## src/sv/tre_pkg.sv

```systemverilog
// Shared constants, types and codes for the Thevenin resistance estimator.
// No dependencies; compiled first.
package tre_pkg;

    localparam int FRAC_BITS = 10;
    localparam int VOLT_UNIT = 1000;

    localparam int DATA_W    = 16;
    localparam int RES_W     = 32;
    localparam int OP_W      = 3;

    // divider: dividend is |dv| (17 bits) shifted up by FRAC_BITS
    localparam int DIV_W     = DATA_W + 1 + FRAC_BITS;
    localparam int DIV_CNT_W = $clog2(DIV_W + 1);
    localparam int REM_W     = RES_W + 1;

    // serial multiplier: unsigned 16 x signed 16
    localparam int MUL_W     = 2 * DATA_W + 1;
    localparam int MUL_CNT_W = $clog2(DATA_W);

    // readable resistance product: 17-bit magnitude x 16-bit unit
    localparam int RD_W      = 2 * DATA_W + 1;

    localparam int STEP_SHIFT = 5;
    localparam int STEP_MIN   = 25;

    localparam logic signed [RES_W-1:0] DEF_RES =
        RES_W'((123 * (1 << FRAC_BITS)) / 1000);

    typedef enum logic [OP_W-1:0] {
        OP_ADD_POINT = 3'd0,
        OP_UPDATE    = 3'd1,
        OP_COMPUTE   = 3'd2,
        OP_RESTART   = 3'd3,
        OP_INIT      = 3'd4
    } op_t;

    typedef enum logic [2:0] {
        ST_IDLE,
        ST_EXEC,
        ST_MUL,
        ST_UPD,
        ST_DIV,
        ST_FIN
    } state_t;

    typedef struct packed {
        logic               start;
        logic [DIV_W-1:0]   dividend;
        logic [RES_W-1:0]   divisor;
    } div_req_t;

    typedef struct packed {
        logic               busy;
        logic               done;
        logic [DIV_W-1:0]   quotient;
    } div_rsp_t;

endpackage

```

## src/sv/tre_if.sv

```systemverilog
// Channel interfaces: input item, result item and configuration write.
// Depends on tre_pkg for field widths.
interface tre_sample_if;
    logic                        valid;
    logic                        ready;
    logic [tre_pkg::OP_W-1:0]    op;
    logic [tre_pkg::DATA_W-1:0]  current_in;
    logic [tre_pkg::DATA_W-1:0]  voltage_in;
    logic [tre_pkg::DATA_W-1:0]  voltage_limit;

    modport source (output valid, op, current_in, voltage_in, voltage_limit, input ready);
    modport sink   (input valid, op, current_in, voltage_in, voltage_limit, output ready);
endinterface

interface tre_result_if;
    logic                              valid;
    logic                              ready;
    logic [tre_pkg::DATA_W-1:0]        current_out;
    logic [tre_pkg::DATA_W-1:0]        open_voltage;
    logic signed [tre_pkg::RES_W-1:0]  resistance_out;
    logic [tre_pkg::DATA_W-1:0]        readable_resistance;
    logic                              point_accepted;
    logic                              divide_error;

    modport source (output valid, current_out, open_voltage, resistance_out,
                    readable_resistance, point_accepted, divide_error, input ready);
    modport sink   (input valid, current_out, open_voltage, resistance_out,
                    readable_resistance, point_accepted, divide_error, output ready);
endinterface

interface tre_cfg_if;
    logic valid;
    logic ready;
    logic charge_mode;

    modport source (output valid, charge_mode, input ready);
    modport sink   (input valid, charge_mode, output ready);
endinterface

```

## src/sv/tre_div.sv

```systemverilog
// Restoring unsigned divider, one quotient bit per cycle.
// Depends on tre_pkg (widths, request/response structs).
module tre_div
(
    input  logic              clk,
    input  logic              rst_n,
    input  tre_pkg::div_req_t req,
    output tre_pkg::div_rsp_t rsp
);

    logic                          busy_reg, busy_next;
    logic                          done_reg, done_next;
    logic [tre_pkg::DIV_CNT_W-1:0] cnt_reg, cnt_next;
    logic [tre_pkg::DIV_W-1:0]     quo_reg, quo_next;
    logic [tre_pkg::REM_W-1:0]     rem_reg, rem_next;
    logic [tre_pkg::RES_W-1:0]     dvs_reg, dvs_next;

    logic [tre_pkg::REM_W-1:0]     shifted;
    logic [tre_pkg::REM_W:0]       trial;
    logic                          ge;

    // shift in next dividend bit, trial subtract
    assign shifted = {rem_reg[tre_pkg::REM_W-2:0], quo_reg[tre_pkg::DIV_W-1]};
    assign trial   = {1'b0, shifted} - {2'b00, dvs_reg};
    assign ge      = ~trial[tre_pkg::REM_W];

    always_comb
    begin
        busy_next = busy_reg;
        done_next = 1'b0;
        cnt_next  = cnt_reg;
        quo_next  = quo_reg;
        rem_next  = rem_reg;
        dvs_next  = dvs_reg;
        if (req.start)
        begin
            busy_next = 1'b1;
            cnt_next  = tre_pkg::DIV_CNT_W'(tre_pkg::DIV_W);
            quo_next  = req.dividend;
            rem_next  = '0;
            dvs_next  = req.divisor;
        end
        else if (busy_reg)
        begin
            quo_next = {quo_reg[tre_pkg::DIV_W-2:0], ge};
            rem_next = ge ? trial[tre_pkg::REM_W-1:0] : shifted;
            cnt_next = cnt_reg - 1'b1;
            if (cnt_reg == tre_pkg::DIV_CNT_W'(1))
            begin
                busy_next = 1'b0;
                done_next = 1'b1;
            end
        end
    end

    always_ff @(posedge clk or negedge rst_n)
    begin
        if (!rst_n)
        begin
            busy_reg <= 1'b0;
            done_reg <= 1'b0;
            cnt_reg  <= '0;
        end
        else
        begin
            busy_reg <= busy_next;
            done_reg <= done_next;
            cnt_reg  <= cnt_next;
        end
    end

    always_ff @(posedge clk)
    begin
        quo_reg <= quo_next;
        rem_reg <= rem_next;
        dvs_reg <= dvs_next;
    end

    assign rsp.busy     = busy_reg;
    assign rsp.done     = done_reg;
    assign rsp.quotient = quo_reg;

endmodule

```

## src/sv/thevenin_resistance_estimator_top.sv

```systemverilog
// Thevenin resistance estimator, top level: op sequencer, model state,
// serial multiplier and result register. Depends on tre_pkg, tre_if.sv, tre_div.
// Path from the accepting edge to result valid: EXEC and FIN for ops that neither
//   multiply nor divide; EXEC, MUL, UPD and FIN for update (16-step shift-add
//   multiply); EXEC, DIV and FIN for a sweep point or a compute current that divides
//   (27-step serial divider); FIN waits while a stalled result holds the register.
// One item at a time, ready again with result valid; the divider sets the worst case.
// Reset (rst_n, async, active low): charge mode, sweep points cleared, open
//   voltage 0, resistance at the charging default, no result pending.
module thevenin_resistance_estimator_top
(
    input  logic                clk,
    input  logic                rst_n,
    tre_sample_if.sink          sample,
    tre_result_if.source        result,
    tre_cfg_if.sink             cfg
);

    localparam int DW = tre_pkg::DATA_W;
    localparam int RW = tre_pkg::RES_W;
    localparam int MW = tre_pkg::MUL_W;
    localparam int FB = tre_pkg::FRAC_BITS;

    // ------------------------------------------------------------------
    // State
    // ------------------------------------------------------------------
    tre_pkg::state_t state_reg, state_next;
    logic            charge_mode_reg;

    // model state
    logic [DW-1:0]          first_current_reg, first_current_next;
    logic [DW-1:0]          first_voltage_reg, first_voltage_next;
    logic [DW-1:0]          last_current_reg, last_current_next;
    logic signed [RW-1:0]   resistance_reg, resistance_next;
    logic [DW-1:0]          open_voltage_reg, open_voltage_next;

    // captured item
    tre_pkg::op_t           op_reg;
    logic [DW-1:0]          cur_reg, volt_reg, lim_reg;

    // serial multiplier
    logic signed [MW-1:0]          acc_reg, acc_next;
    logic [DW-1:0]                 mplier_reg, mplier_next;
    logic signed [DW-1:0]          mcand_reg, mcand_next;
    logic [tre_pkg::MUL_CNT_W-1:0] mul_cnt_reg, mul_cnt_next;

    // per-item flags
    logic                   neg_reg, neg_next;
    logic [DW-1:0]          cur_out_reg, cur_out_next;
    logic                   accepted_reg, accepted_next;
    logic                   div_err_reg, div_err_next;

    // result register
    logic                   out_valid_reg, out_valid_next;
    logic [DW-1:0]          out_current_reg, out_current_next;
    logic [DW-1:0]          out_open_reg, out_open_next;
    logic signed [RW-1:0]   out_res_reg, out_res_next;
    logic [DW-1:0]          out_read_reg, out_read_next;
    logic                   out_acc_reg, out_acc_next;
    logic                   out_err_reg, out_err_next;

    tre_pkg::div_req_t      div_req;
    tre_pkg::div_rsp_t      div_rsp;

    // ------------------------------------------------------------------
    // Sweep point test
    // ------------------------------------------------------------------
    logic signed [DW:0]     span;
    logic [DW:0]            span_abs;
    logic [DW:0]            step_raw;
    logic [DW:0]            step_eff;
    logic [DW+1:0]          last_plus;
    logic                   cur_gt;
    logic signed [DW:0]     dv_pt;
    logic [DW:0]            dv_pt_abs;
    logic signed [DW:0]     di_pt;
    logic                   di_pos;
    logic                   dir_ok;

    assign span      = $signed({1'b0, last_current_reg}) - $signed({1'b0, first_current_reg});
    assign span_abs  = span[DW] ? (DW+1)'(-span) : (DW+1)'(span);
    assign step_raw  = span_abs >> tre_pkg::STEP_SHIFT;
    assign step_eff  = (step_raw == '0) ? (DW+1)'(tre_pkg::STEP_MIN) : step_raw;
    assign last_plus = (DW+2)'(last_current_reg) + (DW+2)'(step_eff);
    assign cur_gt    = (DW+2)'(cur_reg) > last_plus;

    assign dv_pt     = $signed({1'b0, volt_reg}) - $signed({1'b0, first_voltage_reg});
    assign dv_pt_abs = dv_pt[DW] ? (DW+1)'(-dv_pt) : (DW+1)'(dv_pt);
    assign di_pt     = $signed({1'b0, cur_reg}) - $signed({1'b0, first_current_reg});
    assign di_pos    = ~di_pt[DW] && (di_pt != '0);
    // charging wants the voltage to rise with current, discharging to fall
    assign dir_ok    = charge_mode_reg ? (~dv_pt[DW] && (dv_pt != '0)) : dv_pt[DW];

    // ------------------------------------------------------------------
    // Compute current operands
    // ------------------------------------------------------------------
    logic signed [DW:0]     dv_cc;
    logic [DW:0]            dv_cc_abs;
    logic                   dv_cc_pos;
    logic                   res_zero;
    logic [RW-1:0]          res_abs;
    logic                   same_sign;

    assign dv_cc     = $signed({1'b0, volt_reg}) - $signed({1'b0, open_voltage_reg});
    assign dv_cc_abs = dv_cc[DW] ? (DW+1)'(-dv_cc) : (DW+1)'(dv_cc);
    assign dv_cc_pos = ~dv_cc[DW] && (dv_cc != '0);
    assign res_zero  = (resistance_reg == '0);
    assign res_abs   = resistance_reg[RW-1] ? RW'(-resistance_reg) : RW'(resistance_reg);
    // a negative or zero quotient clips to zero, so only like signs divide
    assign same_sign = (dv_cc != '0) && (dv_cc[DW] == resistance_reg[RW-1]);

    // ------------------------------------------------------------------
    // Resistance clipped to 16 bits, readable form
    // ------------------------------------------------------------------
    logic signed [DW-1:0]         res_clip;
    logic signed [DW:0]           clip_ext;
    logic [DW:0]                  clip_mag;
    logic [tre_pkg::RD_W-1:0]     rd_prod;
    logic [tre_pkg::RD_W-1:0]     rd_shift;
    logic [DW-1:0]                rd_sat;

    always_comb
    begin
        if (resistance_reg > 32'sd32767)
            res_clip = 16'sh7FFF;
        else if (resistance_reg < -32'sd32768)
            res_clip = 16'sh8000;
        else
            res_clip = resistance_reg[DW-1:0];
    end

    assign clip_ext = {res_clip[DW-1], res_clip};
    assign clip_mag = clip_ext[DW] ? (DW+1)'(-clip_ext) : (DW+1)'(clip_ext);
    assign rd_prod  = tre_pkg::RD_W'(clip_mag) * tre_pkg::RD_W'(tre_pkg::VOLT_UNIT);
    assign rd_shift = rd_prod >> FB;
    assign rd_sat   = (rd_shift[tre_pkg::RD_W-1:DW] != '0) ? '1 : rd_shift[DW-1:0];

    // ------------------------------------------------------------------
    // Update op: drop = floor(cur * r / 2^FRAC_BITS)
    // ------------------------------------------------------------------
    logic signed [MW-1:0]   drop;
    logic signed [MW:0]     nv;
    logic [DW-1:0]          nv_sat;
    logic signed [MW-1:0]   mul_addend;

    // arithmetic shift gives the floor for negative products
    assign drop   = acc_reg >>> FB;
    assign nv     = $signed({{(MW+1-DW){1'b0}}, volt_reg}) - $signed({drop[MW-1], drop});
    assign nv_sat = nv[MW] ? '0 : ((nv[MW-1:DW] != '0) ? '1 : nv[DW-1:0]);

    assign mul_addend = mplier_reg[DW-1] ? {{(MW-DW){mcand_reg[DW-1]}}, mcand_reg} : '0;

    // ------------------------------------------------------------------
    // Divider quotient handling
    // ------------------------------------------------------------------
    logic [RW-1:0]          quo_ext;
    logic [DW-1:0]          quo_sat;

    assign quo_ext = RW'(div_rsp.quotient);
    assign quo_sat = (div_rsp.quotient[tre_pkg::DIV_W-1:DW] != '0) ?
                     '1 : div_rsp.quotient[DW-1:0];

    // ------------------------------------------------------------------
    // Sequencer
    // ------------------------------------------------------------------
    always_comb
    begin
        state_next         = state_reg;
        first_current_next = first_current_reg;
        first_voltage_next = first_voltage_reg;
        last_current_next  = last_current_reg;
        resistance_next    = resistance_reg;
        open_voltage_next  = open_voltage_reg;
        acc_next           = acc_reg;
        mplier_next        = mplier_reg;
        mcand_next         = mcand_reg;
        mul_cnt_next       = mul_cnt_reg;
        neg_next           = neg_reg;
        cur_out_next       = cur_out_reg;
        accepted_next      = accepted_reg;
        div_err_next       = div_err_reg;
        out_valid_next     = out_valid_reg;
        out_current_next   = out_current_reg;
        out_open_next      = out_open_reg;
        out_res_next       = out_res_reg;
        out_read_next      = out_read_reg;
        out_acc_next       = out_acc_reg;
        out_err_next       = out_err_reg;
        div_req            = '0;

        if (out_valid_reg && result.ready)
            out_valid_next = 1'b0;

        case (state_reg)
            tre_pkg::ST_IDLE:
            begin
                if (sample.valid)
                    state_next = tre_pkg::ST_EXEC;
            end

            tre_pkg::ST_EXEC:
            begin
                cur_out_next  = '0;
                accepted_next = 1'b0;
                div_err_next  = 1'b0;
                state_next    = tre_pkg::ST_FIN;
                case (op_reg)
                    tre_pkg::OP_ADD_POINT:
                    begin
                        if (volt_reg != '0)
                        begin
                            if (first_current_reg == '0)
                            begin
                                // first point of the sweep
                                first_current_next = cur_reg;
                                first_voltage_next = volt_reg;
                                last_current_next  = cur_reg;
                            end
                            else if (cur_gt && dir_ok && di_pos)
                            begin
                                neg_next         = dv_pt[DW];
                                div_req.start    = 1'b1;
                                div_req.dividend = {dv_pt_abs, {FB{1'b0}}};
                                div_req.divisor  = RW'(di_pt[DW-1:0]);
                                state_next       = tre_pkg::ST_DIV;
                            end
                        end
                    end

                    tre_pkg::OP_UPDATE:
                    begin
                        acc_next     = '0;
                        mplier_next  = cur_reg;
                        mcand_next   = res_clip;
                        mul_cnt_next = '1;
                        state_next   = tre_pkg::ST_MUL;
                    end

                    tre_pkg::OP_COMPUTE:
                    begin
                        if (res_zero)
                        begin
                            div_err_next = 1'b1;
                            cur_out_next = dv_cc_pos ? '1 : '0;
                        end
                        else if (same_sign)
                        begin
                            div_req.start    = 1'b1;
                            div_req.dividend = {dv_cc_abs, {FB{1'b0}}};
                            div_req.divisor  = res_abs;
                            state_next       = tre_pkg::ST_DIV;
                        end
                    end

                    tre_pkg::OP_RESTART:
                    begin
                        first_current_next = '0;
                        first_voltage_next = '0;
                        last_current_next  = '0;
                    end

                    tre_pkg::OP_INIT:
                    begin
                        if (charge_mode_reg)
                            open_voltage_next = (volt_reg < lim_reg) ? volt_reg : lim_reg;
                        else
                            open_voltage_next = (volt_reg > lim_reg) ? volt_reg : lim_reg;
                        resistance_next    = charge_mode_reg ? tre_pkg::DEF_RES
                                                             : -tre_pkg::DEF_RES;
                        first_current_next = '0;
                        first_voltage_next = '0;
                        last_current_next  = '0;
                    end

                    default:
                    begin
                    end
                endcase
            end

            tre_pkg::ST_MUL:
            begin
                // MSB first shift-add
                acc_next     = {acc_reg[MW-2:0], 1'b0} + mul_addend;
                mplier_next  = {mplier_reg[DW-2:0], 1'b0};
                mul_cnt_next = mul_cnt_reg - 1'b1;
                if (mul_cnt_reg == '0)
                    state_next = tre_pkg::ST_UPD;
            end

            tre_pkg::ST_UPD:
            begin
                open_voltage_next = nv_sat;
                state_next        = tre_pkg::ST_FIN;
            end

            tre_pkg::ST_DIV:
            begin
                if (div_rsp.done)
                begin
                    if (op_reg == tre_pkg::OP_ADD_POINT)
                    begin
                        resistance_next   = neg_reg ? -$signed(quo_ext) : $signed(quo_ext);
                        last_current_next = cur_reg;
                        accepted_next     = 1'b1;
                    end
                    else
                        cur_out_next = quo_sat;
                    state_next = tre_pkg::ST_FIN;
                end
            end

            tre_pkg::ST_FIN:
            begin
                // wait for a free result register
                if (!out_valid_reg || result.ready)
                begin
                    out_valid_next   = 1'b1;
                    out_current_next = cur_out_reg;
                    out_open_next    = open_voltage_reg;
                    out_res_next     = resistance_reg;
                    out_read_next    = rd_sat;
                    out_acc_next     = accepted_reg;
                    out_err_next     = div_err_reg;
                    state_next       = tre_pkg::ST_IDLE;
                end
            end

            default:
            begin
                state_next = tre_pkg::ST_IDLE;
            end
        endcase
    end

    // ------------------------------------------------------------------
    // Registers
    // ------------------------------------------------------------------
    always_ff @(posedge clk or negedge rst_n)
    begin
        if (!rst_n)
        begin
            state_reg         <= tre_pkg::ST_IDLE;
            charge_mode_reg   <= 1'b1;
            first_current_reg <= '0;
            first_voltage_reg <= '0;
            last_current_reg  <= '0;
            resistance_reg    <= tre_pkg::DEF_RES;
            open_voltage_reg  <= '0;
            mul_cnt_reg       <= '0;
            out_valid_reg     <= 1'b0;
        end
        else
        begin
            state_reg         <= state_next;
            if (cfg.valid)
                charge_mode_reg <= cfg.charge_mode;
            first_current_reg <= first_current_next;
            first_voltage_reg <= first_voltage_next;
            last_current_reg  <= last_current_next;
            resistance_reg    <= resistance_next;
            open_voltage_reg  <= open_voltage_next;
            mul_cnt_reg       <= mul_cnt_next;
            out_valid_reg     <= out_valid_next;
        end
    end

    always_ff @(posedge clk)
    begin
        if (state_reg == tre_pkg::ST_IDLE && sample.valid)
        begin
            op_reg   <= tre_pkg::op_t'(sample.op);
            cur_reg  <= sample.current_in;
            volt_reg <= sample.voltage_in;
            lim_reg  <= sample.voltage_limit;
        end
        acc_reg          <= acc_next;
        mplier_reg       <= mplier_next;
        mcand_reg        <= mcand_next;
        neg_reg          <= neg_next;
        cur_out_reg      <= cur_out_next;
        accepted_reg     <= accepted_next;
        div_err_reg      <= div_err_next;
        out_current_reg  <= out_current_next;
        out_open_reg     <= out_open_next;
        out_res_reg      <= out_res_next;
        out_read_reg     <= out_read_next;
        out_acc_reg      <= out_acc_next;
        out_err_reg      <= out_err_next;
    end

    // shared divider for sweep slope and target current
    tre_div u_div
    (
        .clk   (clk),
        .rst_n (rst_n),
        .req   (div_req),
        .rsp   (div_rsp)
    );

    // ------------------------------------------------------------------
    // Ports
    // ------------------------------------------------------------------
    assign sample.ready = (state_reg == tre_pkg::ST_IDLE);
    assign cfg.ready    = 1'b1;

    assign result.valid               = out_valid_reg;
    assign result.current_out         = out_current_reg;
    assign result.open_voltage        = out_open_reg;
    assign result.resistance_out      = out_res_reg;
    assign result.readable_resistance = out_read_reg;
    assign result.point_accepted      = out_acc_reg;
    assign result.divide_error        = out_err_reg;

endmodule

```

## src/flat_wrapper.sv

```systemverilog
// flat-port wrapper written by rule: the top's interface ports become plain ports
module thevenin_resistance_estimator_top_flat 
  (clk, rst_n, sample_valid, sample_op, sample_current_in, sample_voltage_in, sample_voltage_limit, sample_ready, result_valid, result_current_out, result_open_voltage, result_resistance_out, result_readable_resistance, result_point_accepted, result_divide_error, result_ready, cfg_valid, cfg_charge_mode, cfg_ready);
  tre_sample_if sample_i ();
  tre_result_if result_i ();
  tre_cfg_if cfg_i ();
  input  logic clk;
  input  logic rst_n;
  input wire logic [$bits(sample_i.valid)-1:0] sample_valid;
  input wire logic [$bits(sample_i.op)-1:0] sample_op;
  input wire logic [$bits(sample_i.current_in)-1:0] sample_current_in;
  input wire logic [$bits(sample_i.voltage_in)-1:0] sample_voltage_in;
  input wire logic [$bits(sample_i.voltage_limit)-1:0] sample_voltage_limit;
  output wire logic [$bits(sample_i.ready)-1:0] sample_ready;
  output wire logic [$bits(result_i.valid)-1:0] result_valid;
  output wire logic [$bits(result_i.current_out)-1:0] result_current_out;
  output wire logic [$bits(result_i.open_voltage)-1:0] result_open_voltage;
  output wire logic [$bits(result_i.resistance_out)-1:0] result_resistance_out;
  output wire logic [$bits(result_i.readable_resistance)-1:0] result_readable_resistance;
  output wire logic [$bits(result_i.point_accepted)-1:0] result_point_accepted;
  output wire logic [$bits(result_i.divide_error)-1:0] result_divide_error;
  input wire logic [$bits(result_i.ready)-1:0] result_ready;
  input wire logic [$bits(cfg_i.valid)-1:0] cfg_valid;
  input wire logic [$bits(cfg_i.charge_mode)-1:0] cfg_charge_mode;
  output wire logic [$bits(cfg_i.ready)-1:0] cfg_ready;
  assign sample_i.valid = sample_valid;
  assign sample_i.op = sample_op;
  assign sample_i.current_in = sample_current_in;
  assign sample_i.voltage_in = sample_voltage_in;
  assign sample_i.voltage_limit = sample_voltage_limit;
  assign sample_ready = sample_i.ready;
  assign result_valid = result_i.valid;
  assign result_current_out = result_i.current_out;
  assign result_open_voltage = result_i.open_voltage;
  assign result_resistance_out = result_i.resistance_out;
  assign result_readable_resistance = result_i.readable_resistance;
  assign result_point_accepted = result_i.point_accepted;
  assign result_divide_error = result_i.divide_error;
  assign result_i.ready = result_ready;
  assign cfg_i.valid = cfg_valid;
  assign cfg_i.charge_mode = cfg_charge_mode;
  assign cfg_ready = cfg_i.ready;
  thevenin_resistance_estimator_top u_core (.clk(clk), .rst_n(rst_n), .sample(sample_i), .result(result_i), .cfg(cfg_i));
endmodule
```

## config.mk

```make
export PLATFORM = sky130hd
export DESIGN_NAME = thevenin_resistance_estimator_top_flat
export DESIGN_NICKNAME = d
export VERILOG_FILES = /design/src/sv/tre_pkg.sv /design/src/sv/tre_if.sv /design/src/sv/tre_div.sv /design/src/sv/thevenin_resistance_estimator_top.sv /design/src/flat_wrapper.sv
export SDC_FILE = /design/constraint.sdc
export NUM_CORES = 1
export LEC_CHECK = 0
export ABC_AREA = 0
export BUFFER_PORTS_ARGS = -buffer_cell sky130_fd_sc_hd__buf_2
export CAP_MARGIN = 20
export CORE_MARGIN = 5
export CORE_UTILIZATION = 57
export CTS_CLUSTER_DIAMETER = 100
export DETAILED_ROUTE_END_ITERATION = 6
export PLACE_DENSITY = 0.85
export SLEW_MARGIN = 5
export SYNTH_ARGS = -nofsm -noshare
export SYNTH_HDL_FRONTEND = slang
export SYNTH_HIERARCHICAL = 1
export SYNTH_SLANG_ARGS = --single-unit
```

## constraint.sdc

```tcl
create_clock -name clk -period 31.7 [get_ports clk]
set_input_delay 6.34 -clock clk [delete_from_list [all_inputs] [get_ports clk]]
set_output_delay 6.34 -clock clk [all_outputs]
set_load 0.05 [all_outputs]
```

### Word level (Yosys, flattened, before mapping)

Index checks and enable logic that the tools add are counted.

* add/sub/neg operators: 16
* multiply operators: 1
* magnitude comparators: 5
* equality and inequality tests: 24
* mux-type cells: 81
* bitwise operators: 5
* reductions and logical operators: 39

Operators with widths (number)
* 60-bit two-way mux: 6
* 16-bit two-way mux: 21
* 32-bit two-way mux: 7
* 16-bit case mux with 2 select lines: 6
* 60-bit case mux with 2 select lines: 1
* 17-bit two-way mux: 4
* 17-bit nonzero test: 4
* 16-bit by 16-bit subtractor with 17-bit output: 4
* 33-bit two-way mux: 2
* 33-bit case mux with 2 select lines: 1
* 32-bit case mux with 2 select lines: 1
* 27-bit two-way mux: 2
* 17-bit negation: 3
* 33-bit by 32-bit subtractor with 34-bit output: 1
* 33-bit adder: 1
* 32-bit by 16-bit > comparator with 1-bit output, second input constant: 1
* 32-bit logical NOT: 1
* 32-bit by 16-bit < comparator with 1-bit output, second input constant: 1
* 27-bit negation with 32-bit output: 1
* 32-bit negation: 1
* 17-bit by 7-bit multiplier with 24-bit output, second input constant: 1
* 17-bit by 23-bit subtractor with 24-bit output: 1
* 3-bit two-way mux: 7
* 16-bit by 17-bit adder with 18-bit output: 1
* other kinds (39): 92

* flip-flop bits (word level): 420
* bits of input ports: 57
* output and inout bits: 85
* logic and storage cells: 203

### Logic depth before layout (Yosys ltp)

* depth in word-level cells: 15
* depth in mapped cells: 41
* mapped depth without buffers: 38

### Modules after synthesis

The synthesis kept the hierarchy.

Modules (own cells, without submodules)
* thevenin_resistance_estimator_top: instances 1, cells an instance 2868, area an instance 25779.7 µm², sequential area each 9152.5 µm²
* tre_div: instances 1, cells an instance 563, area an instance 5589.1 µm², sequential area each 2587.5 µm²

### Least setup slack after synthesis

No wires, ideal clock.

* path kind: input to register
* start point: input result_ready
* end point: register u_core.out_current_reg[0], in the netlist u_core/result.current_out[0], enable pin
* data arrival time: 9.811 ns
* required time: 31.177 ns
* path slack: 21.366 ns
* stages: 2
* buffers on the path: 0
* path through: nor2b_1 -> nor2_1

* cells in the longest elaborated chain, start to end: 2

Ends and longest elaborated chain
* start, declared: RTL line flat_wrapper.sv:22 `input wire logic [$bits(result_i.ready)-1:0] result_ready;`
* 1-bit logical OR: RTL line thevenin_resistance_estimator_top.sv:316 `if (!out_valid_reg || result.ready)`
* 2-bit AND reduction (no source line)
* end signal, assigned: RTL line thevenin_resistance_estimator_top.sv:384 `out_current_reg <= out_current_next;`
* end, declared: RTL line thevenin_resistance_estimator_top.sv:55 `logic [DW-1:0] out_current_reg, out_current_next;`

No other way between the ends.
A chain may end at the register's enable or synchronous reset.

==> results_dict.tcl <==
set metrics [dict create \
    clk_latency_ns 0.61 \
    syn_to_final_growth_pct 9.67 \
    critical_path.max_fanout 73 \
    post_cts_buffers 0 \
    drive_gt1_share_pct 9.62 \
    dr_total_vias 26509 \
    ctsHoldBuffers 0 \
    outcome "complete, no violations" \
    cp.arrival_ns 10.41 \
    drc 0 \
    path_clk_slew_ns 0.06 \
    critPathKind "reg2reg" \
    clockBufferDepth 3 \
    num_rows 86 \
    gp_congestion 0.984 \
    cpMostUsedCell "ha_1" \
    crit_path_top_delay_cell "buf_4" \
    reg2reg_slack_ns 21.76 \
    rr_worst_depth 35 \
    nets 3899 \
    startpoint_type "register" \
    setup_tns_ns 0 \
    maxSlewViolCount 0 \
    antenna_left 0 \
    largest_register_ffs 33 \
    cts.sinks 420 \
    fmax_ghz 0.101 \
    crit_required_ns 32.18 \
    layout_common_cells "441 x nand2_1, 280 x o21ai_0, 276 x edfxtp_1" \
    port_buffers 140 \
    fp.dieW_um 245 \
    final_util_pct 62.8 \
    r2r-end "u_core/u_div/rem_reg[31]" \
    firstDrtPassIters 7 \
    grt_pass1_vias 25279 \
    first_iter_violations 3036 \
    cts_resized 0 \
    initial_core_util_pct 57.3 \
    ys_warn_count 6 \
    clock_skew_ns 0.0404 \
    cp-end-kind "register" \
    hold_viol_final 0 \
    netlist_area_um2 31400 \
    cts_tree "done" \
    io_pins 142 \
    cts_made_buffers 46 \
    dp_hpwl_mm 61.9 \
    antenna_found_initial 0 \
    mostFrequentLayoutCell "nand2_1" \
    r2r-start "u_core/first_current_reg[0]" \
    setup_viol 0 \
    min_period_over_period_pct 31.3 \
    cpLargestDelayFamily "compound AO/OA/AOI/OAI gates" \
    synth_cells 3430 \
    grt-ovfl-total 0 \
    slew_headroom_pct 26.1 \
    wl_per_cell_um 19.8 \
    worst_hold_path_type "reg2reg" \
    cts_max_level 2 \
    critical_path.startpoint "u_core/first_current_reg[0]" \
    diodes 0 \
    instances_no_fill 4271 \
    wirelength_mm 84.4 \
    die_y_um 245 \
    rsz0062_at_grt "false" \
    endpoint "u_core/u_div/rem_reg[31]" \
    finalCriticalPeriod_ns 9.94 \
    track_usage_pct 27.3 \
    crit_path_max_incr_delay_ns 0.74 \
    dpl.cell_count 4178 \
    clock-root-buffer "clkbuf_16" \
    grt_pass1_wl_mm 133 \
    grt_start_max_net_pins 74 \
    path_buf_inv 2 \
    tightest_slew_ns 1.11 \
    avgSynthCellArea_um2 9.14 \
    core_um2 54800 \
    dieArea_um2 59800 \
    cap_violations 0 \
    crit_cells 35 \
    via_per_inst 6.21 \
]
-- final cells by class --
| cell class | instances | area (um2) |
|---|---|---|
| Sequential cell | 420 | 11700 |
| Timing Repair Buffer | 178 | 1080 |
| Inverter | 267 | 1000 |
| Clock buffer | 60 | 1230 |
| Tap cell | 704 | 881 |
| Clock inverter | 26 | 342 |
| Fill cell | 4292 | 20400 |
| Multi-Input combinational cell | 2616 | 18100 |
-- per-stage QoR --
stage	setup WS [ns]	hold slack (ns)	cell area [um2]
3_5_place_dp	21.96	0.405	32700
5_1_grt	21.17	0.431	34400
2_1_floorplan	21.37	0.400	31400
3_3_place_gp	22.19	0.403	32700
4_1_cts	21.91	0.419	34200
6_report	21.76	0.418	34400
-- how the worst min path moves through the flow --
stage	start	endpoint	slack, ns	cells past startpoint
floorplan	u_core/cur_out_reg[0]	u_core/result.current_out[0]	0.40	0
global placement	u_core/cur_out_reg[7]	u_core/result.current_out[7]	0.40	0
detailed placement	u_core/cur_out_reg[14]	u_core/result.current_out[14]	0.40	0
CTS	u_core/cur_out_reg[14]	u_core/result.current_out[14]	0.42	0
global route	u_core/cur_out_reg[3]	u_core/result.current_out[3]	0.43	0
finish	u_core/cur_out_reg[14]	u_core/result.current_out[14]	0.42	0
-- per-layer routing --
layer	GRT usage (%)	up-vias	wire, um
met3	4.22	297	6350
met2	45.2	1127	39700
met4	11.9	0	4240
met1	36.0	12573	34100
li1	-	12512	-
met5	0	-	0
Power is not shown: default switching activity piles up to over one toggle a cycle in this logic, so the estimate is an artifact.
